### src/sfb_pkg.sv
// Shared constants, types and helpers for the seam feather blender.
`timescale 1ns / 1ps
`default_nettype none

package sfb_pkg;

    // Geometry of the frame and of the register fields.
    localparam int MAX_COLUMNS = 4096;
    localparam int COL_W       = 12;
    localparam int CFG_W       = 13;
    localparam int CH_W        = 8;
    localparam int CFG_INDEX_W = 2;

    // Blend arithmetic: numerator, reciprocal and their product.
    localparam int NUM_W       = 20;
    localparam int MUL_W       = 21;
    localparam int RECIP_SHIFT = 24;
    localparam int RECIP_W     = RECIP_SHIFT + 1;
    localparam int RECIP_STEPS = RECIP_W;
    localparam int STEP_W      = 5;
    localparam int PROD_W      = NUM_W + RECIP_W;

    // Queue between the front and the back.
    localparam int QUEUE_DEPTH = 4;
    localparam int QPTR_W      = 2;
    localparam int QCNT_W      = 3;

    typedef logic [CFG_W-1:0]   cfg_word_t;
    typedef logic [CH_W-1:0]    chan_t;
    typedef logic [NUM_W-1:0]   num_t;
    typedef logic [MUL_W-1:0]   mul_t;
    typedef logic [RECIP_W-1:0] recip_t;
    typedef logic [PROD_W-1:0]  prod_t;
    typedef logic [STEP_W-1:0]  step_t;
    typedef logic [QPTR_W-1:0]  qptr_t;
    typedef logic [QCNT_W-1:0]  qcnt_t;

    // Register indexes on the configuration channel.
    typedef enum logic [CFG_INDEX_W-1:0] {
        REG_COPY_WIDTH  = 2'd0,
        REG_BLEND_START = 2'd1,
        REG_BLEND_END   = 2'd2,
        REG_DARK_LEVEL  = 2'd3
    } reg_index_t;

    // Register values after reset.
    localparam cfg_word_t COPY_WIDTH_RST  = 13'd0;
    localparam cfg_word_t BLEND_START_RST = 13'd0;
    localparam cfg_word_t BLEND_END_RST   = 13'd640;
    localparam chan_t     DARK_LEVEL_RST  = 8'd50;

    typedef struct packed {
        chan_t blue;
        chan_t green;
        chan_t red;
    } pixel_t;

    typedef struct packed {
        cfg_word_t copy_width;
        cfg_word_t blend_start;
        cfg_word_t blend_end;
        chan_t     dark_level;
    } cfg_t;

    // One classified pixel waiting for the back end.
    typedef struct packed {
        logic      mix;
        pixel_t    pass;
        pixel_t    refp;
        pixel_t    base;
        cfg_word_t wref;
        cfg_word_t wbase;
    } item_t;

    // Column registers saturate at the frame width.
    function automatic cfg_word_t clamp_cols(input cfg_word_t v);
        cfg_word_t lim;
        lim = cfg_word_t'(MAX_COLUMNS);
        return (v > lim) ? lim : v;
    endfunction

endpackage

`default_nettype wire

### src/sfb_recip.sv
// Bit-serial unit that forms floor(2^24 / span) for the blend divider.
`timescale 1ns / 1ps
`default_nettype none

module sfb_recip (
    input  wire logic               clk,
    input  wire logic               rst_n,
    input  wire logic               restart,
    input  wire sfb_pkg::cfg_word_t span,
    output      sfb_pkg::recip_t    recip,
    output      logic               busy
);

    sfb_pkg::step_t     cnt_reg;
    sfb_pkg::step_t     cnt_next;
    sfb_pkg::cfg_word_t rem_reg;
    sfb_pkg::cfg_word_t rem_next;
    sfb_pkg::recip_t    quot_reg;
    sfb_pkg::recip_t    quot_next;
    logic               in_bit;
    logic [sfb_pkg::CFG_W:0] rem_sh;
    logic [sfb_pkg::CFG_W:0] span_ext;
    logic               ge;

    assign busy  = (cnt_reg != '0);
    assign recip = quot_reg;

    // One restoring division step: the dividend is a single one at the top bit.
    always_comb
    begin
        in_bit    = (cnt_reg == sfb_pkg::step_t'(sfb_pkg::RECIP_STEPS));
        rem_sh    = {rem_reg, in_bit};
        span_ext  = {1'b0, span};
        ge        = (rem_sh >= span_ext);
        rem_next  = ge ? sfb_pkg::cfg_word_t'(rem_sh - span_ext)
                       : rem_sh[sfb_pkg::CFG_W-1:0];
        quot_next = {quot_reg[sfb_pkg::RECIP_W-2:0], ge};
        cnt_next  = cnt_reg - sfb_pkg::step_t'(1);
    end

    // Reset and every window write start a fresh division.
    always_ff @(posedge clk or negedge rst_n)
    begin
        if (!rst_n)
        begin
            cnt_reg  <= sfb_pkg::step_t'(sfb_pkg::RECIP_STEPS);
            rem_reg  <= '0;
            quot_reg <= '0;
        end
        else if (restart)
        begin
            cnt_reg  <= sfb_pkg::step_t'(sfb_pkg::RECIP_STEPS);
            rem_reg  <= '0;
            quot_reg <= '0;
        end
        else if (busy)
        begin
            cnt_reg  <= cnt_next;
            rem_reg  <= rem_next;
            quot_reg <= quot_next;
        end
    end

endmodule

`default_nettype wire

### config.mk
export PLATFORM = sky130hd
export DESIGN_NAME = sfb_recip
export DESIGN_NICKNAME = d
export VERILOG_FILES = /design/src/sfb_pkg.sv /design/src/sfb_recip.sv
export SDC_FILE = /design/constraint.sdc
export NUM_CORES = 1
export LEC_CHECK = 0
export BUFFER_PORTS_ARGS = -buffer_cell sky130_fd_sc_hd__buf_4
export CAP_MARGIN = 20
export CORE_MARGIN = 4
export CORE_UTILIZATION = 59
export CTS_BUF_LIST = sky130_fd_sc_hd__clkbuf_8 sky130_fd_sc_hd__clkbuf_16
export DETAILED_ROUTE_END_ITERATION = 8
export GPL_TIMING_DRIVEN = 1
export PLACE_DENSITY = 0.82
export SYNTH_ARGS = -nofsm -noshare
export SYNTH_HDL_FRONTEND = slang
export SYNTH_SLANG_ARGS = --single-unit
### constraint.sdc
create_clock -name clk -period 8.2 [get_ports clk]
set_input_delay 1.23 -clock clk [delete_from_list [all_inputs] [get_ports clk]]
set_output_delay 1.23 -clock clk [all_outputs]
set_load 0.005 [all_outputs]
Word-level counts from Yosys, hierarchy flattened
Cells that the tools add are included.
{ "op_classes": {"addsub": 2, "order_cmp": 1, "n_eq_ne": 1, "n_mux": 7, "n_reduce_logical": 2} }
{ "op_table": {"columns": ["cell", "count"], "rows": [
  ["$mux 25", 2],
  ["$mux 13", 3],
  ["$ge 14x13->1", 1],
  ["$sub 13x13->13", 1],
  ["$mux 5", 2],
  ["$eq 5x5->1 const B", 1],
  ["$reduce_bool 5->1", 1],
  ["$sub 5x1->5 const B", 1],
  ["$reduce_bool 2->1", 1]
]} }
{ "word_totals": {"register_bits": 43, "in_bits": 16, "out_inout_bits": 26, "wordCells": 16} }

Logic depth before layout (Yosys ltp)
Gate-level depths: netlist of the first run.
{ "logic_depth": {"word_depth": 5, "ltp_mapped": 12, "mapped_depth_nobuf": 11} }

Worst setup path after synthesis of the first run
No wires, ideal clock.
{ "synth_path": {"path_kind": "input port to flip-flop", "startpoint": "input span[0]", "endpoint": "register rem_reg[1]", "setup_time_ns": 0.096, "t_arrival_ns": 2.972, "required_time_ns": 8.104, "slack_ns": 5.132, "stages": 9, "n_path_buf": 1, "cell_sequence": "ha_1 > fa_1 > nand2b_1 > a21oi_2 > o31ai_2 > a21oi_2 > buf_6 > nor4_2 > a311oi_2"} }
{ "synth_between": {"elab_chain_cells": 4, "word_cells_on_any_way": 5} }
{ "synth_lines": {"columns": ["element", "line_no", "source"], "rows": [
  ["start, declared", "sfb_recip.sv:9", "input wire sfb_pkg::cfg_word_t span,"],
  ["$sub 13x13->13 or $ge 14x13->1 (tied branches)", "sfb_recip.sv:35, sfb_recip.sv:34", null],
  ["$mux 13 *", "sfb_recip.sv:35", "rem_next = ge ? sfb_pkg::cfg_word_t'(rem_sh - span_ext)"],
  ["$mux 13 *", "sfb_recip.sv:56", "else if (busy)"],
  ["$mux 13 *", "sfb_recip.sv:50", "else if (restart)"],
  ["end signal, assigned", "sfb_recip.sv:59", "rem_reg <= rem_next;"],
  ["end, declared", "sfb_recip.sv:16", "sfb_pkg::cfg_word_t rem_reg;"]
]} }
Mark *: on every way between the ends. The rest lies on a longest branch, timed or not. The select of a mux whose other input is x is not followed.
A chain may end at the register's enable or synchronous reset.

Worst setup path in the final report of the first run
{ "layout_path": {"startpoint": "input span[0]", "endpoint": "register rem_reg[7]"} }
Same word-level chain as after synthesis.

==> results of run 1 <==
[through the flow]
stage,util,std cells,total power (W),setup WS (ps)
detailed placement,0.6832,385,0.0005970,4338
global route,0.7026,393,0.0007836,4464
floorplan,-,308,0.0005376,5132
CTS,0.7026,393,0.0007306,4645
global placement,0.6832,385,0.0005891,4417
finish,0.7026,393,0.0007308,4635
[path summary, 6_finish.rpt]
kind	slack, ps	end	startpoint	cells past startpoint
max	4640	rem_reg[7]	span[0]	9
min in group asynchronous	910	rem_reg[12]	rst_n	1
min reg2reg	530	recip[24]	recip[24]	2
max in group asynchronous	6900	cnt_reg[0]	rst_n	1
min	530	recip[24]	recip[24]	2
max reg2reg	4770	rem_reg[7]	cnt_reg[0]	10
[metal layers]
layer	GRT usage	part of all wire
met1	0.3165	0.45
met2	0.3749	0.49
met3	0.03958	0.047
met4	0.06019	0.010
met5	0	0
[logic make-up after synthesis]
kind of cell	after synthesis
AOI/OAI and AO/OA	89
buffers and inverters	36
DFF	43
adders and majority gates	17
xor gates and xnor gates	8
and+or+nand+nor	115
[report_power, final]
group | switching, W | internal (W) | total [W]
clock | 0.0000732 | 0.0000583 | 0.000132
combinational | 0.000185 | 0.000143 | 0.000328
sequential | 0.0000281 | 0.000243 | 0.000271
[worst min-delay path: stages, from the launching register on]
cell	delay, ps
dfrtp_1	390
nand2_1	60
a21oi_1	50
[synthesized netlist by cell type, drive strengths merged, types with 2 or more instances]
master	count
o311a	4
a21o	5
nand3b	5
nor4	4
xnor2	5
clkbuf	8
dfrtp	40
or3	3
buf	10
o32a	2
o31ai	3
or2	3
o2111ai	2
dfstp	3
a21oi	39
nand2	60
inv	18
o41ai	2
a311oi	3
nand2b	7
o211ai	3
ha	16
nor3	8
nor2	16
a211oi	4
xor2	3
o21ai	9
nand3	5
o21bai	7
a211o	2
[final cells by class]
| type | count | area (sq um) | share of cell area |
|---|---|---|---|
| clock buffers | 5 | 68.82 | 0.02234 |
| clock inverters | 3 | 16.27 | 0.005280 |
| inverters | 18 | 67.56 | 0.02193 |
| multi-input cells | 229 | 1460 | 0.4740 |
| flip-flops and latches | 43 | 1080 | 0.3505 |
| well taps | 52 | 65.06 | 0.02112 |
| repair buffers | 43 | 322.8 | 0.1048 |
==> load_flow_metrics.sql, run 1 <==
INSERT INTO impl_metrics (metric_group, metric, value, unit) VALUES
('status', 'outcome', 'complete, no violations', ''),
('timing', 'final.setup_skew', '2.281', 'ps'),
('cells_and_area', 'synthToLayoutAreaGrowth', '13.88', '%'),
('route', 'finalWirelength', '5946', 'um'),
('global_route', 'grt_remaining_overflow', '0', ''),
('clock_network', 'cts_root_cell', 'clkbuf_8', ''),
('yosys', 'synth_simple_gate_area_share', '0.2063', ''),
('yosys', 'async_reset_ff_frac', '1.000', ''),
('floorplanning', 'start_util', '0.6170', ''),
('route', 'detailedRoute.firstIterationViolations', '265', ''),
('cells_and_area', 'layout_commonest_cell', 'nand2_1', ''),
('critical_path', 'critical_path.slowest_cell', 'a21oi_2', ''),
('critical_path', 'crit_path_end_kind', 'register', ''),
('clock_network', 'cts_max_level', '2', ''),
('critical_path', 'critPathMaxStageDelay', '630', 'ps'),
('placed_design', 'detailed_place_hpwl', '4050', 'um'),
('route', 'avgViaCountPerCell', '5.865', ''),
('timing', 'max_slew.worst_pin.slew', '760.7', 'ps'),
('timing', 'hold-worst-slack', '533.3', 'ps'),
('critical_path', 'timing.critical_path.mode_cell', 'a21oi_2', ''),
('flow_run', 'cap_violations', '0', ''),
('timing', 'report.final.hold_viol_count', '0', ''),
('cells_and_area', 'drive_gt1_frac', '0.1965', ''),
('yosys', 'synth_adder_area_share', '0.08141', ''),
('clock_network', 'cts_tree', 'built', ''),
('yosys', 'synth_area_per_cell', '8.783', 'sq um'),
('yosys', 'synth.yosys.warnings', '0', ''),
('clock_network', 'clock_sink_count', '43', ''),
('critical_path', 'critPathBufInv', '1', ''),
('timing', 'post_route_fraction_of_the_period_consumed_by_the_critical_path', '0.4347', ''),
('timing', 'timing.final.crit_period', '3565', 'ps'),
('route', 'dr_total_vias', '2305', ''),
('critical_path', 'critical_path.cell_chain', 'buf_4 -> ha_1 -> fa_1 -> nand2b_1 -> a21oi_2 -> o31ai_2 -> a21oi_2 -> or2_1 -> a311oi_2', ''),
('clock_network', 'cts.repair_timing.setup_buffer_count', '0', ''),
('floorplanning', 'chipWidth', '75.71', 'um'),
('power_and_ir_drop', 'leakage', '1.460', 'nW'),
('hold_path', 'holdCritPathClass', 'reg2reg', ''),
('yosys', 'yosysUniqueCellTypes', '49', ''),
('critical_path', 'cp.arrival', '3710', 'ps'),
('floorplanning', 'vertical_extent_of_the_die', '75.71', 'um'),
('yosys', 'synth_seq_cells', '43', ''),
('floorplanning', 'io-pin-count', '42', ''),
('power_and_ir_drop', 'irDropWorstVdd', '102.7', 'uV'),
('timing', 'number_of_pins_with_negative_max_slew_slack_in_the_final_report', '0', ''),
('yosys', 'synthesis.instances', '308', ''),
('yosys', 'synthesized_area_fraction_occupied_by_xor_and_xnor_cells', '0.02590', ''),
('global_route', 'grt_antenna_before_repair', '0', ''),
('global_route', 'pin_count_of_the_biggest_net_entering_global_routing', '49', ''),
('global_route', 'grt_pass1_wl', '10230', 'um'),
('yosys', 'netlist_top_cells_area', 'dfrtp_1, nand2_1, ha_1', ''),
('clock_network', 'cts_repair_resize_count', '0', ''),
('yosys', 'netlist.top_cell.by_area', 'dfrtp_1', ''),
('global_route', 'grt_pass1_vias', '2275', ''),
('cells_and_area', 'finish.net_count', '373', ''),
('cells_and_area', 'largest_register_ff_count', '25', ''),
('yosys', 'synth_compound_gate_area_share', '0.2262', ''),
('yosys', 'post-synth-top-area-fraction', '0.3700', ''),
('critical_path', 'cp_max_fo', '17', ''),
('floorplanning', 'std_cell_rows', '24', ''),
('timing', 'setup_repair_after_global_routing_missed_its_margin', 'false', ''),
('critical_path', 'critical_path_required', '8350', 'ps'),
('clock_network', 'cts.clk_slew.worst_paths', '80', 'ps'),
('critical_path', 'worst_path_dominant_cell_family', 'compound AO/OA/AOI/OAI gates', ''),
('clock_network', 'hold_buffer_count_at_cts', '0', ''),
('route', 'antenna_violating_nets_post_route', '0', ''),
('timing', 'worst_slew_margin_rel', '0.4929', ''),
('yosys', 'synth_nets', '341', ''),
('timing', 'fin_tns_setup', '0', 'ps'),
('clock_network', 'cts.path.max_buffers', '2', ''),
('cells_and_area', 'layout_common_cells', 'nand2_1, buf_4, dfrtp_1, a21oi_1, inv_1', ''),
('placed_design', 'placedInstanceArea', '2995', 'sq um');
Note: power is estimated with default switching activity, not from simulation.
==> inputs of run 2 (changes only) <==
--- a/config.mk
+++ b/config.mk
@@ -8,11 +8,11 @@
 export BUFFER_PORTS_ARGS = -buffer_cell sky130_fd_sc_hd__buf_4
 export CAP_MARGIN = 20
 export CORE_MARGIN = 4
-export CORE_UTILIZATION = 59
+export CORE_UTILIZATION = 51
 export CTS_BUF_LIST = sky130_fd_sc_hd__clkbuf_8 sky130_fd_sc_hd__clkbuf_16
 export DETAILED_ROUTE_END_ITERATION = 8
 export GPL_TIMING_DRIVEN = 1
-export PLACE_DENSITY = 0.82
+export PLACE_DENSITY = 0.76
 export SYNTH_ARGS = -nofsm -noshare
 export SYNTH_HDL_FRONTEND = slang
 export SYNTH_SLANG_ARGS = --single-unit
==> constraint.sdc (replaced) <==
create_clock -name clk -period 3.2 [get_ports clk]
set_input_delay 0.48 -clock clk [delete_from_list [all_inputs] [get_ports clk]]
set_output_delay 0.48 -clock clk [all_outputs]
set_load 0.005 [all_outputs]
==> run 2 against run 1 <==
  * Total power grew to 2.6 times the previous value
  * Via count rose by 0.61%
  * Global-route usage fell by 2.8 points
  * Combinational power grew to 2.6 times the previous value
  * Sequential cell count unchanged
  * Setup slack got worse by 4200 ps
  * First-iteration DRC count shrank 28%
  * Sequential share of layout area down 0.70 points
  * Clock power grew to 2.8 times the previous value
  * Register-to-register slack worse by 4400 ps
  * Highest routed layer unchanged
  * Die area rose by 14%
==> load_flow_metrics.sql, run 2 (same netlist as run 1, synthesis figures left out) <==
INSERT INTO impl_metrics (metric_group, metric, value, unit) VALUES
('floorplanning', 'core_area', '5140', 'sq um'),
('status', 'outcome', 'complete, no violations', ''),
('timing', 'max_slew.worst_pin.slew', '551.0', 'ps'),
('route', 'avgViaCountPerCell', '5.588', ''),
('clock_network', 'cts_root_cell', 'clkbuf_8', ''),
('route', 'routed_wire_length_per_instance', '14.66', 'um'),
('global_route', 'grt_antenna_before_repair', '0', ''),
('placed_design', 'dpl.cell_count', '407', ''),
('clock_network', 'cts_tree', 'built', ''),
('placed_design', 'io_buf_count', '41', ''),
('timing', 'fin_tns_setup', '0', 'ps'),
('clock_network', 'cts.clk_slew.worst_paths', '100', 'ps'),
('flow_run', 'cap_violations', '0', ''),
('clock_network', 'cts_max_level', '2', ''),
('cells_and_area', 'filler_cell_count', '495', ''),
('route', 'finalWirelength', '6082', 'um'),
('floorplanning', 'start_util', '0.5263', ''),
('critical_path', 'crit_path_end_kind', 'register', ''),
('route', 'drtPass1Iterations', '4', ''),
('cells_and_area', 'layout_common_cells', 'nand2_1, buf_4, dfrtp_1, a21oi_1, inv_1', ''),
('floorplanning', 'vertical_extent_of_the_die', '80.83', 'um'),
('power_and_ir_drop', 'leakage', '1.484', 'nW'),
('timing', 'timing.final.crit_period', '2790', 'ps'),
('global_route', 'pin_count_of_the_biggest_net_entering_global_routing', '47', ''),
('floorplanning', 'die-area', '6533', 'sq um'),
('global_route', 'grt_remaining_overflow', '0', ''),
('cells_and_area', 'drive_gt1_frac', '0.2087', ''),
('floorplanning', 'io-pin-count', '42', ''),
('cells_and_area', 'final-instance-count-excl-fill', '415', ''),
('clock_network', 'clock_sink_count', '43', ''),
('timing', 'number_of_pins_with_negative_max_slew_slack_in_the_final_report', '0', ''),
('route', 'detailedRoute.firstIterationViolations', '190', ''),
('cells_and_area', 'finish.net_count', '377', ''),
('timing', 'setup_repair_after_global_routing_missed_its_margin', 'false', ''),
('power_and_ir_drop', 'power.total', '0.001917', 'W'),
('critical_path', 'cp_max_fo', '16', ''),
('clock_network', 'cts_repair_resize_count', '0', ''),
('critical_path', 'cp.arrival', '3020', 'ps'),
('cells_and_area', 'synthToLayoutAreaGrowth', '16.19', '%'),
('clock_network', 'cts_inserted_buffers', '5', ''),
('timing', 'achievable-frequency', '0.3584', 'GHz'),
('floorplanning', 'std_cell_rows', '26', ''),
('power_and_ir_drop', 'irDropWorstVdd', '300.8', 'uV'),
('placed_design', 'detailed_place_hpwl', '4199', 'um'),
('clock_network', 'cts.path.max_buffers', '2', ''),
('cells_and_area', 'antenna_cells', '0', ''),
('route', 'antenna_violating_nets_post_route', '0', ''),
('power_and_ir_drop', 'power_per_cell_area', '609.9', 'nW/um^2'),
('global_route', 'grt.total_usage', '0.2016', ''),
('clock_network', 'cts.repair_timing.setup_buffer_count', '0', ''),
('critical_path', 'cp-start-kind', 'register', ''),
('route', 'drc', '0', ''),
('critical_path', 'critical_path_required', '3430', 'ps'),
('hold_path', 'holdCritPathClass', 'in2async', ''),
('timing', 'final.setup_skew', '12.23', 'ps'),
('global_route', 'grt_pass1_vias', '2382', ''),
('cells_and_area', 'final_util', '0.6115', ''),
('global_route', 'grt_pass1_wl', '10640', 'um'),
('timing', 'report.final.hold_viol_count', '0', ''),
('floorplanning', 'chipWidth', '80.83', 'um'),
('cells_and_area', 'largest_register_ff_count', '25', ''),
('timing', 'setup_viol', '0', ''),
('timing', 'worst_slew_margin_rel', '0.6327', ''),
('timing', 'post_route_fraction_of_the_period_consumed_by_the_critical_path', '0.8719', ''),
('clock_network', 'clk_latency', '310', 'ps'),
('placed_design', 'placedInstanceArea', '3048', 'sq um'),
('critical_path', 'path_class', 'reg2reg', ''),
('clock_network', 'hold_buffer_count_at_cts', '0', ''),
('cells_and_area', 'layout_commonest_cell', 'nand2_1', ''),
('placed_design', 'globalplace.congestion', '0.8119', ''),
('cells_and_area', 'finish.instance_area', '3143', 'sq um'),
('route', 'dr_total_vias', '2319', '');
## run 2: cell count changes in the layout (fill, tap and decap cells not counted)
cell,change
clkinv_2,-1
inv_1,-1
clkinv_4,+1
clkinvlp_4,-1
inv_6,+2
buf_4,+4
## run 2: area by class of cell
type	count	area, sq um	share of cell area
Tap cell	70	87.58	0.02787
Sequential cell	43	1080	0.3436
Inverter	18	67.56	0.02150
Timing Repair Buffer	47	352.8	0.1123
Clock buffer	5	68.82	0.02189
Multi-Input combinational cell	229	1460	0.4646
Clock inverter	3	26.28	0.008360
## run 2: worst paths after layout
path	start	to	slack, ps	cells past startpoint
max reg2reg	cnt_reg[0]	rem_reg[11]	410	11
min	rst_n	rem_reg[9]	140	1
max	cnt_reg[0]	rem_reg[11]	410	11
max in group asynchronous	rst_n	rem_reg[5]	2660	1
min reg2reg	recip[24]	recip[24]	530	2
min in group clk	recip[24]	recip[24]	530	2
## run 2: through the flow
stage	worst slack (ps)	hold slack [ps]
detailed placement	448.8	507.8
finish	409.9	143.9
global route	207.7	197.2
CTS	407.4	178.4
global placement	528.3	507.2
floorplan	581.7	184.4
## run 2: report_power, final
group / leakage (nW) / internal (W) / switching, W / total (W)
Sequential: 0.583 / 0.000623 / 0.0000694 / 0.000692
Combinational: 0.852 / 0.000378 / 0.000474 / 0.000852
Clock: 0.0491 / 0.000161 / 0.000212 / 0.000372
## run 2: layer usage
metal	GRT usage	share of wire	vias to the layer above	routed length (um)
met5	0	0	-	0
met4	0.04223	0.010	0	63
met3	0.03659	0.053	8	324
met2	0.3448	0.48	48	2899
met1	0.2671	0.46	1108	2795
li1	-	-	1155	-
## run 2: critical path, cell delays in order, from the launching register on
cell and delay [ps]:
dfstp_2 550, ha_1 140, nand4b_1 130, ha_1 230, fa_1 380, nand2b_1 220, a21oi_2 220, o31ai_2 100
a21oi_2 140, buf_4 240, o21ai_0 180, o21ai_0 180
