File: src/sfb_pkg.sv
// Shared constants, types and helpers for the seam feather blender.
`timescale 1ns / 1ps
`default_nettype none

package sfb_pkg;

    // Geometry of the frame and of the register fields.
    localparam int MAX_COLUMNS = 4096;
    localparam int COL_W       = 12;
    localparam int CFG_W       = 13;
    localparam int CH_W        = 8;
    localparam int CFG_INDEX_W = 2;

    // Blend arithmetic: numerator, reciprocal and their product.
    localparam int NUM_W       = 20;
    localparam int MUL_W       = 21;
    localparam int RECIP_SHIFT = 24;
    localparam int RECIP_W     = RECIP_SHIFT + 1;
    localparam int RECIP_STEPS = RECIP_W;
    localparam int STEP_W      = 5;
    localparam int PROD_W      = NUM_W + RECIP_W;

    // Queue between the front and the back.
    localparam int QUEUE_DEPTH = 4;
    localparam int QPTR_W      = 2;
    localparam int QCNT_W      = 3;

    typedef logic [CFG_W-1:0]   cfg_word_t;
    typedef logic [CH_W-1:0]    chan_t;
    typedef logic [NUM_W-1:0]   num_t;
    typedef logic [MUL_W-1:0]   mul_t;
    typedef logic [RECIP_W-1:0] recip_t;
    typedef logic [PROD_W-1:0]  prod_t;
    typedef logic [STEP_W-1:0]  step_t;
    typedef logic [QPTR_W-1:0]  qptr_t;
    typedef logic [QCNT_W-1:0]  qcnt_t;

    // Register indexes on the configuration channel.
    typedef enum logic [CFG_INDEX_W-1:0] {
        REG_COPY_WIDTH  = 2'd0,
        REG_BLEND_START = 2'd1,
        REG_BLEND_END   = 2'd2,
        REG_DARK_LEVEL  = 2'd3
    } reg_index_t;

    // Register values after reset.
    localparam cfg_word_t COPY_WIDTH_RST  = 13'd0;
    localparam cfg_word_t BLEND_START_RST = 13'd0;
    localparam cfg_word_t BLEND_END_RST   = 13'd640;
    localparam chan_t     DARK_LEVEL_RST  = 8'd50;

    typedef struct packed {
        chan_t blue;
        chan_t green;
        chan_t red;
    } pixel_t;

    typedef struct packed {
        cfg_word_t copy_width;
        cfg_word_t blend_start;
        cfg_word_t blend_end;
        chan_t     dark_level;
    } cfg_t;

    // One classified pixel waiting for the back end.
    typedef struct packed {
        logic      mix;
        pixel_t    pass;
        pixel_t    refp;
        pixel_t    base;
        cfg_word_t wref;
        cfg_word_t wbase;
    } item_t;

    // Column registers saturate at the frame width.
    function automatic cfg_word_t clamp_cols(input cfg_word_t v);
        cfg_word_t lim;
        lim = cfg_word_t'(MAX_COLUMNS);
        return (v > lim) ? lim : v;
    endfunction

endpackage

`default_nettype wire

File: src/sfb_queue.sv
// Short queue that decouples the front end from the blend pipeline.
`timescale 1ns / 1ps
`default_nettype none

module sfb_queue (
    input  wire logic           clk,
    input  wire logic           rst_n,
    input  wire logic           push,
    input  wire sfb_pkg::item_t push_item,
    input  wire logic           pop,
    output      logic           valid,
    output      logic           full,
    output      sfb_pkg::item_t head
);

    sfb_pkg::item_t mem_reg [sfb_pkg::QUEUE_DEPTH];
    sfb_pkg::qptr_t wr_ptr_reg;
    sfb_pkg::qptr_t rd_ptr_reg;
    sfb_pkg::qcnt_t cnt_reg;
    sfb_pkg::qcnt_t cnt_next;

    assign valid = (cnt_reg != '0);
    assign full  = (cnt_reg == sfb_pkg::qcnt_t'(sfb_pkg::QUEUE_DEPTH));
    assign head  = mem_reg[rd_ptr_reg];

    // Occupancy follows pushes and pops.
    always_comb
    begin
        cnt_next = cnt_reg;
        if (push && !(pop && valid))
        begin
            cnt_next = cnt_reg + sfb_pkg::qcnt_t'(1);
        end
        else if (!push && pop && valid)
        begin
            cnt_next = cnt_reg - sfb_pkg::qcnt_t'(1);
        end
    end

    // Pointers and count.
    always_ff @(posedge clk or negedge rst_n)
    begin
        if (!rst_n)
        begin
            wr_ptr_reg <= '0;
            rd_ptr_reg <= '0;
            cnt_reg    <= '0;
        end
        else
        begin
            if (push)
            begin
                wr_ptr_reg <= wr_ptr_reg + sfb_pkg::qptr_t'(1);
            end
            if (pop && valid)
            begin
                rd_ptr_reg <= rd_ptr_reg + sfb_pkg::qptr_t'(1);
            end
            cnt_reg <= cnt_next;
        end
    end

    // Storage needs no reset.
    always_ff @(posedge clk)
    begin
        if (push)
        begin
            mem_reg[wr_ptr_reg] <= push_item;
        end
    end

endmodule

`default_nettype wire

File: config.mk
export PLATFORM = sky130hd
export DESIGN_NAME = sfb_queue
export DESIGN_NICKNAME = d
export VERILOG_FILES = /design/src/sfb_pkg.sv /design/src/sfb_queue.sv
export SDC_FILE = /design/constraint.sdc
export NUM_CORES = 1
export LEC_CHECK = 0
export BUFFER_PORTS_ARGS = -buffer_cell sky130_fd_sc_hd__clkbuf_2
export CAP_MARGIN = 20
export CORE_UTILIZATION = 43
export CTS_CLUSTER_DIAMETER = 60
export CTS_CLUSTER_SIZE = 24
export DETAILED_ROUTE_END_ITERATION = 16
export GPL_TIMING_DRIVEN = 0
export SKIP_LAST_GASP = 1
export SYNTH_ARGS = -nofsm -noshare
export SYNTH_HDL_FRONTEND = slang
export SYNTH_SLANG_ARGS = --single-unit
File: constraint.sdc
create_clock -name clk -period 4.4 [get_ports clk]
set_clock_uncertainty 0.2 [all_clocks]
set_input_delay 0.88 -clock clk [delete_from_list [all_inputs] [get_ports clk]]
set_output_delay 0.88 -clock clk [all_outputs]
set_load 0.005 [all_outputs]
==> Yosys cells after proc, flatten, opt, wreduce, memory -nomap -nowiden <==
Memory sizes are Yosys's and may differ from the RTL's.
Cells that the tools add are included.
W data, S select, Z words.
{ "classes": {"n_mux": 4, "n_addsub": 4, "reduce_logical": 8, "n_eq_ne": 1} }
{ "op_table": {"columns": ["operator", "n"], "rows": [
  ["$mux W3", 2],
  ["$add A2 B1 Y2 const B", 2],
  ["$logic_and A1 B1 Y1", 4],
  ["$add A3 B1 Y3 const B", 1],
  ["$eq A3 B3 Y1 const B", 1],
  ["$reduce_bool A3 Y1", 1],
  ["$sub A3 B1 Y3 const B", 1],
  ["$logic_not A1 Y1", 2],
  ["$mux W1", 2],
  ["$reduce_bool A2 Y1", 1]
]} }
{ "word_totals": {"input_bits": 103, "wordCells": 21, "reg_bits": 7, "ramBits": 396, "output_inout_bits": 101, "mem_count": 1} }
{ "memory_table": {"columns": ["memory", "words", "width", "read_ports", "rd_clocked_by_memory_dff", "wr", "line", "text"], "rows": [
  ["mem_reg", 4, 99, 1, 0, 1, "sfb_queue.sv:16", "sfb_pkg::item_t mem_reg [sfb_pkg::QUEUE_DEPTH];"]
]} }

==> Logic depth before layout (Yosys ltp) <==
Gate-level depths: netlist of run 1.
{ "depth": {"word_depth": 5, "ltp_mapped": 8, "depth_no_buf": 7} }

==> Worst setup path before layout of run 1 <==
Ideal clock, no wire load.
{ "synth_path": {"path_type": "in2reg", "from": "input port push", "to": "memory mem_reg[0][0] in the netlist's numbering (enable)", "setup_ns": 0.469, "stages": 3, "t_required_ns": 3.731, "t_arrival_ns": 3.646, "path_slack_ns": 0.084, "path_buffers": 2, "cell_sequence": "clkbuf_1 buf_2 and2_1"} }
{ "synth_between": {"elab_chain_cells": 2} }
{ "synth_rtl": {"columns": ["item", "line", "text"], "rows": [
  ["from (decl)", "sfb_queue.sv:8", "input wire logic push,"],
  ["$mux W1", "sfb_queue.sv:66", "if (push)"],
  ["$mux W1 (not written as such)", "sfb_queue.sv:68", "mem_reg[wr_ptr_reg] <= push_item;"],
  ["to (decl)", "sfb_queue.sv:16", null]
]} }
No other way between the ends.

==> summary.txt, run 1 <==
Detailed routing
  • Average wire per standard cell: 21.3 µm
  • Drt drc: 0
  • DR vias: 6553
  • DR iter-0 viols: 501
  • DRT Pass-1 Iters: 4
  • Routed Antenna Nets: 0
  • Post-Route WL: between 20000 and 30000 µm
  • Vias/cell: around 5

Setup path
  • Crit. Startpoint: rd_ptr_reg[1]
  • CP Class: flop to primary output
  • RR Endpoint: cnt_reg[1]
  • CP max FO: 10
  • Setup slack, reg-to-reg: 2020 ps
  • Critical path startpoint category: flop
  • End of the critical path: head[62]
  • Critical Path End Type: primary output
  • Reg2reg path depth: 7
  • Reg2Reg Launch Point: cnt_reg[2]
  • WP data arrival: 2180 ps
  • CP required: 3320 ps

Floorplanning
  • Rows: 67
  • Core area: 33700 µm²
  • Die width: approximately 190 µm
  • # IOs: 204
  • Die Span Y: 187 µm
  • Initial Util: 43.9%
  • Die area: 35100 µm²

Placement
  • Port Buffers: between 200 and 250
  • DP HPWL: 17000 µm
  • Placed cells: approximately 1200
  • Pre-CTS setup slack: 1310 ps
  • Gpl congestion: 0.745

Yosys
  • Post-synthesis compound-gate area fraction: 0.406%
  • Mux cell area share after synthesis: between 10% and 20%
  • Post-Syn Nets: 676
  • Post-synth ARST share: ~1.7%
  • Seq cells post-synth: 403
  • Synth Area in Adders: 0.474%
  • Sequential area share after synthesis: between 80 and 90%
  • Simple-gate area share of the yosys netlist: less than 1%
  • Top FF cell, synth: edfxtp_1
  • EDFF count, synth: 396
  • Mean Syn Cell Area: 26.0 µm²
  • Largest family of logic cells by synthesized area: multiplexers
  • Distinct cell type count after synthesis: 29
  • Synth Instances: 568
  • Synth Cell Area: between 10000 and 15000 µm²
  • Synth Warn #: 0
  • XOR/XNOR Fraction of Synth Area: 0.237%

Outcome
  • Status: completed

Run
  • # Max-Cap Violations: 0

Timing
  • Fin crit share: 74.2%
  • Fin. Hold Viols: 0
  • Final Hold Slack: ~330 ps
  • Slew @ Worst Pin: 748 ps
  • Final min period: about 3300 ps
  • # setup viols final: 0
  • Slew Viols, Final: 0
  • Slew HR: 50.1%
  • RSZ-0062 raised after global routing: false
  • Fmax: 306 MHz
  • Final WS setup: between 1000 and 1500 ps

Cells and area
  • Final Non-Filler Cells: 1272
  • Most frequent cells in the layout: edfxtp_1 (396), clkbuf_2 (201), mux4_2 (99), clkbuf_16 (27)
  • Layout cells sized above 1: 45.8%
  • NumNets Final: 911
  • Most common cell after layout, fill and taps aside: edfxtp_1
  • Max reg flops: about 400
  • Fin util: 51.6%
  • Storage cell area: 12100 µm²
  • FILL cells: between 2000 and 3000
  • Area Overhead vs Synth: 17.6%
  • Multi-input logic area: 2520 µm²

Clocking
  • H-Tree Depth: 1
  • Maximum clock path buffer count: 3
  • Clk slew on worst S/H paths: 90 ps
  • CTS tree: built
  • Clk Latency, worst-skew pair: 550 ps
  • Num CTS Buffers: 27
  • CTS sink cnt: between 400 and 500
  • Root Driver: clkbuf_16

GRT
  • Largest net degree at the start of global routing: 58
  • Initial antenna violation count: 0
  • Global-route wire length before repair: 42100 µm
  • Vias in the first global route: 7327
  • GR Util All Layers: 15.7%
  • Grt total ovfl: 0

Hold path
  • HP Class: primary input to flop
  • WHS Path Cells: 1

Power and ir drop
  • Pwr/cell area: 635 nW/µm²
  • Maximum VDD drop: approximately 0.0005 V
  • Tot Pwr: roughly 0.011 W
  • Leak: 5.92 nW
report_power, final:
group          internal, W  switching (W)
Sequential         0.00501       0.000160
Combinational      0.00161        0.00168
Clock              0.00121        0.00137
Total              0.00783        0.00321
synthesized netlist by cell type, types with 2 or more instances:
library cell / n / area [µm²]
edfxtp_1: 396 / 11900
buf_2: 10 / 50.1
and2_1: 4 / 25.0
nand2_1: 4 / 15.0
mux4_2: 99 / 2230
ha_1: 4 / 50.1
mux2i_1: 2 / 20.0
o21ai_0: 3 / 15.0
clkbuf_1: 4 / 15.0
xnor2_1: 2 / 17.5
nand2b_1: 2 / 12.5
buf_6: 10 / 113
buf_4: 2 / 15.0
dfrtp_1: 7 / 175
nor2_1: 3 / 11.3
xor2_1: 2 / 17.5
inv_1: 2 / 7.51
routing by layer:
metal	up-vias	global-route usage [%]	wire [µm]
met5	-	0	0
met3	42	3.25	1500
met4	0	3.85	520
met2	175	28.1	14100
li1	2916	-	-
met1	3420	19.6	10900
cells by family (layout without fill, tap and decap cells):
logic type,after synthesis,after routing
XOR/XNOR,4,4
multiplexers,101,101
other,0,1
buffers and inverters,28,283
adder cells (fa/ha/maj),5,5
AO/OA/AOI/OAI,9,9
flip-flops,403,403
AND/OR/NAND/NOR,18,18
how the worst min path moves through the flow:
stage,startpoint,to
floorplan,wr_ptr_reg[0],wr_ptr_reg[0]
global placement,wr_ptr_reg[0],wr_ptr_reg[0]
detailed placement,wr_ptr_reg[0],wr_ptr_reg[0]
CTS,push_item[15],mem_reg[1][15]
global route,push_item[76],mem_reg[0][76]
finish,push_item[40],mem_reg[0][40]
cell type report:
type                       count  share of cell area [%]
sequential                   403                    69.4
multi-input combinational    137                    14.5
timing repair buffer         206                    6.48
clock buffer                  29                    3.93
tap                          448                    3.22
clock inverter                20                    1.28
buffer                        26                    1.11
inverter                       2                  0.0432
antenna                        1                  0.0144
worst max-delay path, stage by stage, from the launching register on:
cell	delay [ps]
dfrtp_1	330
buf_4	220
clkbuf_1	520
mux4_2	410
clkbuf_2	130
what timing repair did:
action                    4_1_cts  5_1_grt
gates resized for setup         0        0
hold buffers                    1        0
setup buffers                   0        0
hold endpoints to repair        7        0
per-stage QoR:
stage               TNS (ps)  cell area (µm²)
finish                     0            17400
CTS                        0            17400
floorplan                  0            14800
detailed placement         0            16500
global route               0            17400
global placement     -654190            16300
Power figures use the tool's default switching activity.
==> run 2, diff against run 1 <==
- clock period: 4.4 -> 2.8 ns (I/O delays scaled with it)
==> run 2 against run 1 <==
  * Flip-flop and latch count is the same
  * Highest routed layer unchanged
  * Critical path type unchanged
  * Worst hold slack worse by 300 ps
  * First-iteration DRC count down 41%
  * Die area is the same
  * Sequential share of layout area is 1.7 points lower
  * Clock-buffer cell count shrank 2
  * Sequential power increased by 57%
  * Critical path depth is the same
  * Power up 59%
  * Final cell count grew 2.5%
  * Core utilization rose by 1.3 points
  * Via count rose by 2.7%
==> summary.txt, run 2 (same netlist as run 1, synthesis figures left out) <==
Outcome
  • Status: completed

Detailed routing
  • Routed Antenna Nets: 0 (unchanged)
  • DR iter-0 viols: 298 (-41%)
  • Drt drc: 0 (unchanged)
  • Post-Route WL: 27500 µm (+1.5%)
  • Average wire per standard cell: 21.1 µm (-1.0%)
  • DRT Pass-1 Iters: 5 (+1)
  • Vias/cell: 5.16 (+0.18%)
  • DR vias: 6730 (+2.7%)

GRT
  • Vias in the first global route: 7490 (+2.2%)
  • Global-route wire length before repair: 43000 µm (+2.1%)
  • Grt total ovfl: 0 (unchanged)
  • GR Util All Layers: 16.0% (+0.32 points)
  • Initial antenna violation count: 1 (+1)
  • Largest net degree at the start of global routing: 54 (-6.9%)

Placement
  • DP HPWL: 17500 µm (+3.0%)
  • Port Buffers: 201 (unchanged)
  • Gpl congestion: 0.724 (-2.8%)
  • Dpl cell area: 16500 µm² (+0.24%)
  • Placed cells: 1223 (+0.16%)

Cells and area
  • Max reg flops: 396 (unchanged)
  • Layout cells sized above 1: 44.6% (-1.2 points)
  • NumNets Final: 944 (+3.6%)
  • Most common cell after layout, fill and taps aside: edfxtp_1
  • Most frequent cells in the layout: edfxtp_1 (396), clkbuf_2 (202), mux4_2 (99), dlygate4sd3_1 (31), clkbuf_16 (27)
  • Final Non-Filler Cells: 1304 (+2.5%)
  • Final Cell Area: 17800 µm² (+2.5%)
  • N_diodes: 0 (-1)
  • Area Overhead vs Synth: 20.6%

Timing
  • Final Hold Slack: 23.9 ps (-305 ps)
  • Slew @ Worst Pin: 801 ps (+53.3 ps)
  • TNS Setup: 0 ps (unchanged)
  • Slew Viols, Final: 0 (unchanged)
  • Slew HR: 46.6% (-3.6 points)
  • Fin. Hold Viols: 0 (unchanged)
  • Fmax: 361 MHz
  • RSZ-0062 raised after global routing: true
  • # setup viols final: 0 (unchanged)
  • Fin crit share: 99.0%
  • Final min period: 2770 ps

Setup path
  • WP depth: 4 (unchanged)
  • Reg2Reg Launch Point: cnt_reg[2]
  • Slowest CP cell: mux4_2
  • Critical Path End Type: primary output
  • Cell family with the largest share of critical-path delay: multiplexers
  • CP Class: flop to primary output
  • Slowest cell delay on critical path: 550 ps (+30 ps)
  • Critical path startpoint category: flop
  • Crit. Startpoint: rd_ptr_reg[0]
  • Reg2reg path depth: 7 (unchanged)
  • RR Endpoint: cnt_reg[1]
  • Setup slack, reg-to-reg: 490 ps (-1530 ps)
  • WP data arrival: 2010 ps (-170 ps)
  • CP max FO: 10 (unchanged)
  • Worst Path Buf+Inv: 3 (unchanged)
  • Critical Path, Cell by Cell: buf_12, buf_8, mux4_2, clkbuf_2
  • CP required: 2040 ps (-1280 ps)

Run
  • # Max-Cap Violations: 0 (unchanged)

Clocking
  • Num CTS Buffers: 27 (unchanged)
  • Clk Latency, worst-skew pair: 550 ps (about the same)
  • H-Tree Depth: 1 (unchanged)
  • Maximum clock path buffer count: 3 (unchanged)
  • CTS sink cnt: 403 (unchanged)
  • Clk slew on worst S/H paths: 90 ps (about the same)
  • CTS tree: built
  • Root Driver: clkbuf_16

Power and ir drop
  • Leak: 6.12 nW (+3.3%)
  • Tot Pwr: 0.0176 W (+59%)
  • Pwr/cell area: 987 nW/µm² (+55%)
  • Maximum VDD drop: 0.000678 V (+35%)

Floorplanning
  • Die width: 187 µm (unchanged)
  • Core area: 33700 µm² (unchanged)
  • # IOs: 204 (unchanged)
  • Initial Util: 43.9% (unchanged)
  • Rows: 67 (unchanged)
  • Die Span Y: 187 µm (unchanged)
  • Die area: 35100 µm² (unchanged)

Hold path
  • Hold Path Sink: mem_reg[1][58]
  • HP Class: primary input to flop
  • WHS Path Cells: 1 (unchanged)
  • HP Start: push_item[58]
==> run 2: changes by cell type in the layout (fill, tap and decap cells not counted), moves of 3 or more <==
cell / before / now
clkinvlp_4: 3 / 0
buf_12: 0 / 6
buf_8: 0 / 6
dlygate4sd3_1: 1 / 31
buf_6: 10 / 0
clkbuf_1: 6 / 3
==> run 2: layer usage <==
metal	wire length (µm)	GRT usage, %
met3	1410	2.81
met1	10800	19.3
met5	0	0
met2	14700	29.7
met4	511	4.03
==> run 2: worst max-delay path by stage <==
stage	slack, ps	end
after floorplan	-100	mem_reg[1][0]
after global placement	-1060	mem_reg[1][34]
after detailed placement	-20	mem_reg[2][21]
after CTS	-10	head[41]
after global routing	-50	head[68]
final	30	head[68]
==> run 2: repair_timing <==
item                       in CTS  in global routing
setup endpoints to repair      87                 88
setup buffers                   0                  1
hold endpoints to repair      105                  0
hold buffers                   31                  0
gates resized for setup        11                  5
==> run 2: area by class of cell <==
cell class	count	area (µm²)
buffer	26	254
clock buffer	27	676
clock inverter	22	258
multi-input combinational	137	2520
inverter	2	7.51
timing repair buffer	239	1470
fill	2667	15900
tap	448	561
sequential	403	12100
==> run 2: metrics by stage <==
| stage | util, % | setup slack [ps] |
|---|---|---|
| after floorplan | - | -95.0 |
| after global placement | 48.5 | -1060 |
| after detailed placement | 49.0 | -23.6 |
| after CTS | 52.8 | -13.6 |
| after global routing | 52.9 | -49.9 |
| final | 52.9 | 27.3 |
==> run 2: where the power goes <==
group          leakage [nW]  internal (W)  total, W  switching, W
clock                 0.457       0.00199   0.00413       0.00214
combinational          1.94       0.00268   0.00533       0.00265
sequential             3.72       0.00787   0.00813      0.000260
total                  6.12        0.0125    0.0176       0.00505
==> run 3, diff against run 2 <==
- BUFFER_PORTS_ARGS: -buffer_cell sky130_fd_sc_hd__clkbuf_2 -> unset
- CELL_PAD_IN_SITES_DETAIL_PLACEMENT: unset -> 0
- CELL_PAD_IN_SITES_GLOBAL_PLACEMENT: unset -> 1
- DONT_BUFFER_PORTS: unset -> 1
- PLACE_DENSITY_LB_ADDON: unset -> 0.1
==> run 3 against run 2 <==
  * Sequential power barely moved
  * Die area did not move
  * Critical endpoint is now head[1]
  * Combinational power fell by 15%
  * Global-route usage fell by 0.40 points
  * Maximum frequency rose by 2.6%
  * Non-clock buffer count fell by 132
  * First-iteration DRC count fell by 5.7%
  * Worst hold slack improved by 110 ps
  * Register-to-register slack got worse by 70 ps
==> summary.txt, run 3 (same netlist as run 1, synthesis figures left out) <==
Cells and area
  • Fin util: 52.1% (-0.76 points)
  • NumNets Final: 815 (-14%)
  • FILL cells: 2662 (-0.19%)
  • Most frequent cells in the layout: edfxtp_1 (396), dlygate4sd3_1 (100), mux4_2 (99), clkbuf_16 (31), buf_2 (10)
  • Final Non-Filler Cells: 1181 (-9.4%)
  • Most common cell after layout, fill and taps aside: edfxtp_1
  • Max reg flops: 396 (unchanged)
  • Multi-input logic area: 2520 µm² (unchanged)
  • Area Overhead vs Synth: 18.8%
  • Layout cells sized above 1: 24.9% (-20 points)
  • Storage cell area: 12100 µm² (unchanged)

Power and ir drop
  • Leak: 5.59 nW (-8.6%)
  • Maximum VDD drop: 0.000520 V (-23%)
  • Pwr/cell area: 968 nW/µm² (-1.9%)
  • Tot Pwr: 0.0170 W (-3.3%)

Clocking
  • H-Tree Depth: 1 (unchanged)
  • CTS tree: built
  • Clk slew on worst S/H paths: 80 ps (about the same)
  • Clk Latency, worst-skew pair: 560 ps (about the same)
  • Maximum clock path buffer count: 3 (unchanged)
  • Num CTS Buffers: 30 (+11%)
  • Root Driver: clkbuf_16
  • CTS sink cnt: 403 (unchanged)

Setup path
  • Critical path startpoint category: flop
  • Slowest cell delay on critical path: 560 ps (about the same)
  • Critical Path End Type: primary output
  • CP max FO: 10 (unchanged)
  • CP Class: flop to primary output
  • Critical Path, Cell by Cell: buf_8, buf_6, mux4_2
  • Slowest CP cell: mux4_2
  • WP data arrival: 1940 ps (-70 ps)
  • CP required: 2040 ps (about the same)

Detailed routing
  • Routed Antenna Nets: 0 (unchanged)
  • DRT Pass-1 Iters: 4 (-1)
  • Post-Route WL: 26800 µm (-2.3%)
  • Drt drc: 0 (unchanged)
  • Average wire per standard cell: 22.7 µm (+7.9%)
  • DR iter-0 viols: 281 (-5.7%)
  • DR vias: 6268 (-6.9%)
  • Vias/cell: 5.31 (+2.8%)

GRT
  • Global-route wire length before repair: 41500 µm (-3.5%)
  • Grt total ovfl: 0 (unchanged)
  • Vias in the first global route: 6928 (-7.5%)
  • Largest net degree at the start of global routing: 53 (-1.9%)
  • GR Util All Layers: 15.6% (-0.40 points)
  • Initial antenna violation count: 3 (+2)

Timing
  • # setup viols final: 0 (unchanged)
  • Fmax: 370 MHz (+2.6%)
  • Fin. Hold Viols: 0 (unchanged)
  • RSZ-0062 raised after global routing: true
  • Fin crit share: 96.5% (-2.5 points)
  • Slew Viols, Final: 0 (unchanged)
  • Final min period: 2700 ps (-71.2 ps)
  • Slew @ Worst Pin: 802 ps (+1.39 ps)
  • TNS Setup: 0 ps (unchanged)
  • Slew HR: 46.5% (-0.093 points)

Floorplanning
  • Die width: 187 µm (unchanged)
  • Die Span Y: 187 µm (unchanged)
  • # IOs: 204 (unchanged)
  • Core area: 33700 µm² (unchanged)
  • Die area: 35100 µm² (unchanged)
  • Initial Util: 43.9% (unchanged)
  • Rows: 67 (unchanged)

Placement
  • Gpl congestion: 0.715 (-1.3%)
  • DP HPWL: 16500 µm (-5.8%)
  • Port Buffers: 0 (-100%)
  • Placed cells: 1023 (-16%)

Hold path
  • HP Class: primary input to asynchronous set/reset pin

Outcome
  • Status: completed

Run
  • # Max-Cap Violations: 0 (unchanged)
run 3: changes by cell type in the layout (fill, tap and decap cells not counted), sizes merged, moves of 2 or more:
| cell | previous run | this run |
|---|---|---|
| inv | 15 | 10 |
| diode | 0 | 3 |
| dlygate4sd3 | 31 | 100 |
| clkinv | 8 | 10 |
| clkbuf | 233 | 39 |
run 3: path summary, 6_finish.rpt:
check                              start            end  slack [ps]  cells after the start
setup / recovery           rd_ptr_reg[0]        head[1]         100                      3
hold / removal                     rst_n     cnt_reg[0]         130                      1
setup reg to reg              cnt_reg[2]     cnt_reg[2]         420                      8
hold reg to reg            wr_ptr_reg[0]  wr_ptr_reg[0]         340                      1
max in group asynchronous          rst_n  wr_ptr_reg[1]        2000                      1
min in group clk                     pop  rd_ptr_reg[0]         210                      3
run 3: metal layers:
layer  global-route usage, %  routed length, µm  share of wire (%)  vias to the layer above
met2                    27.7              13900                 52                      168
met3                    4.47               2000                7.4                       36
met5                       0                  0                  0                        -
met1                    18.8              10500                 39                     3339
met4                    3.69                488                1.8                        0
li1                        -                  -                  -                     2725
run 3: what timing repair did:
item / in CTS / in global routing
endpoints found under the hold margin: 403 / 0
cloned: 0 / 0
resized for setup: 1 / 3
hold buffers: 100 / 0
endpoints found under the setup margin: 10 / 23
setup buffers: 0 / 0
run 3: cell type report:
class	instances	area share [%]
sequential	403	68.7
multi-input combinational	137	14.4
timing repair buffer	107	6.67
clock buffer	35	4.50
tap	448	3.19
clock inverter	20	1.32
buffer	26	1.17
inverter	2	0.0427
antenna	3	0.0427
run 3: power by group:
group          internal (W)  leakage (nW)  total, W  switching (W)
Sequential          0.00787          3.72   0.00810       0.000238
Combinational       0.00206          1.38   0.00454        0.00248
Clock               0.00222         0.495   0.00436        0.00214
run 3: worst max-delay path: cells and delay by family, from the launching register on:
family	cells	cell delay, ps
flip-flops	1	380
buffers and inverters	2	420
multiplexers	1	560
run 3: through the flow:
stage / setup slack [ps] / cell area [µm²] / hold WS, ps
5_1_grt: -6.26 / 17600 / 131
2_1_floorplan: -95.0 / 14800 / 64.4
4_1_cts: 6.50 / 17500 / 102
3_5_place_dp: -31.1 / 15500 / 64.8
3_3_place_gp: -1180 / 15300 / 64.8
6_report: 98.5 / 17600 / 135
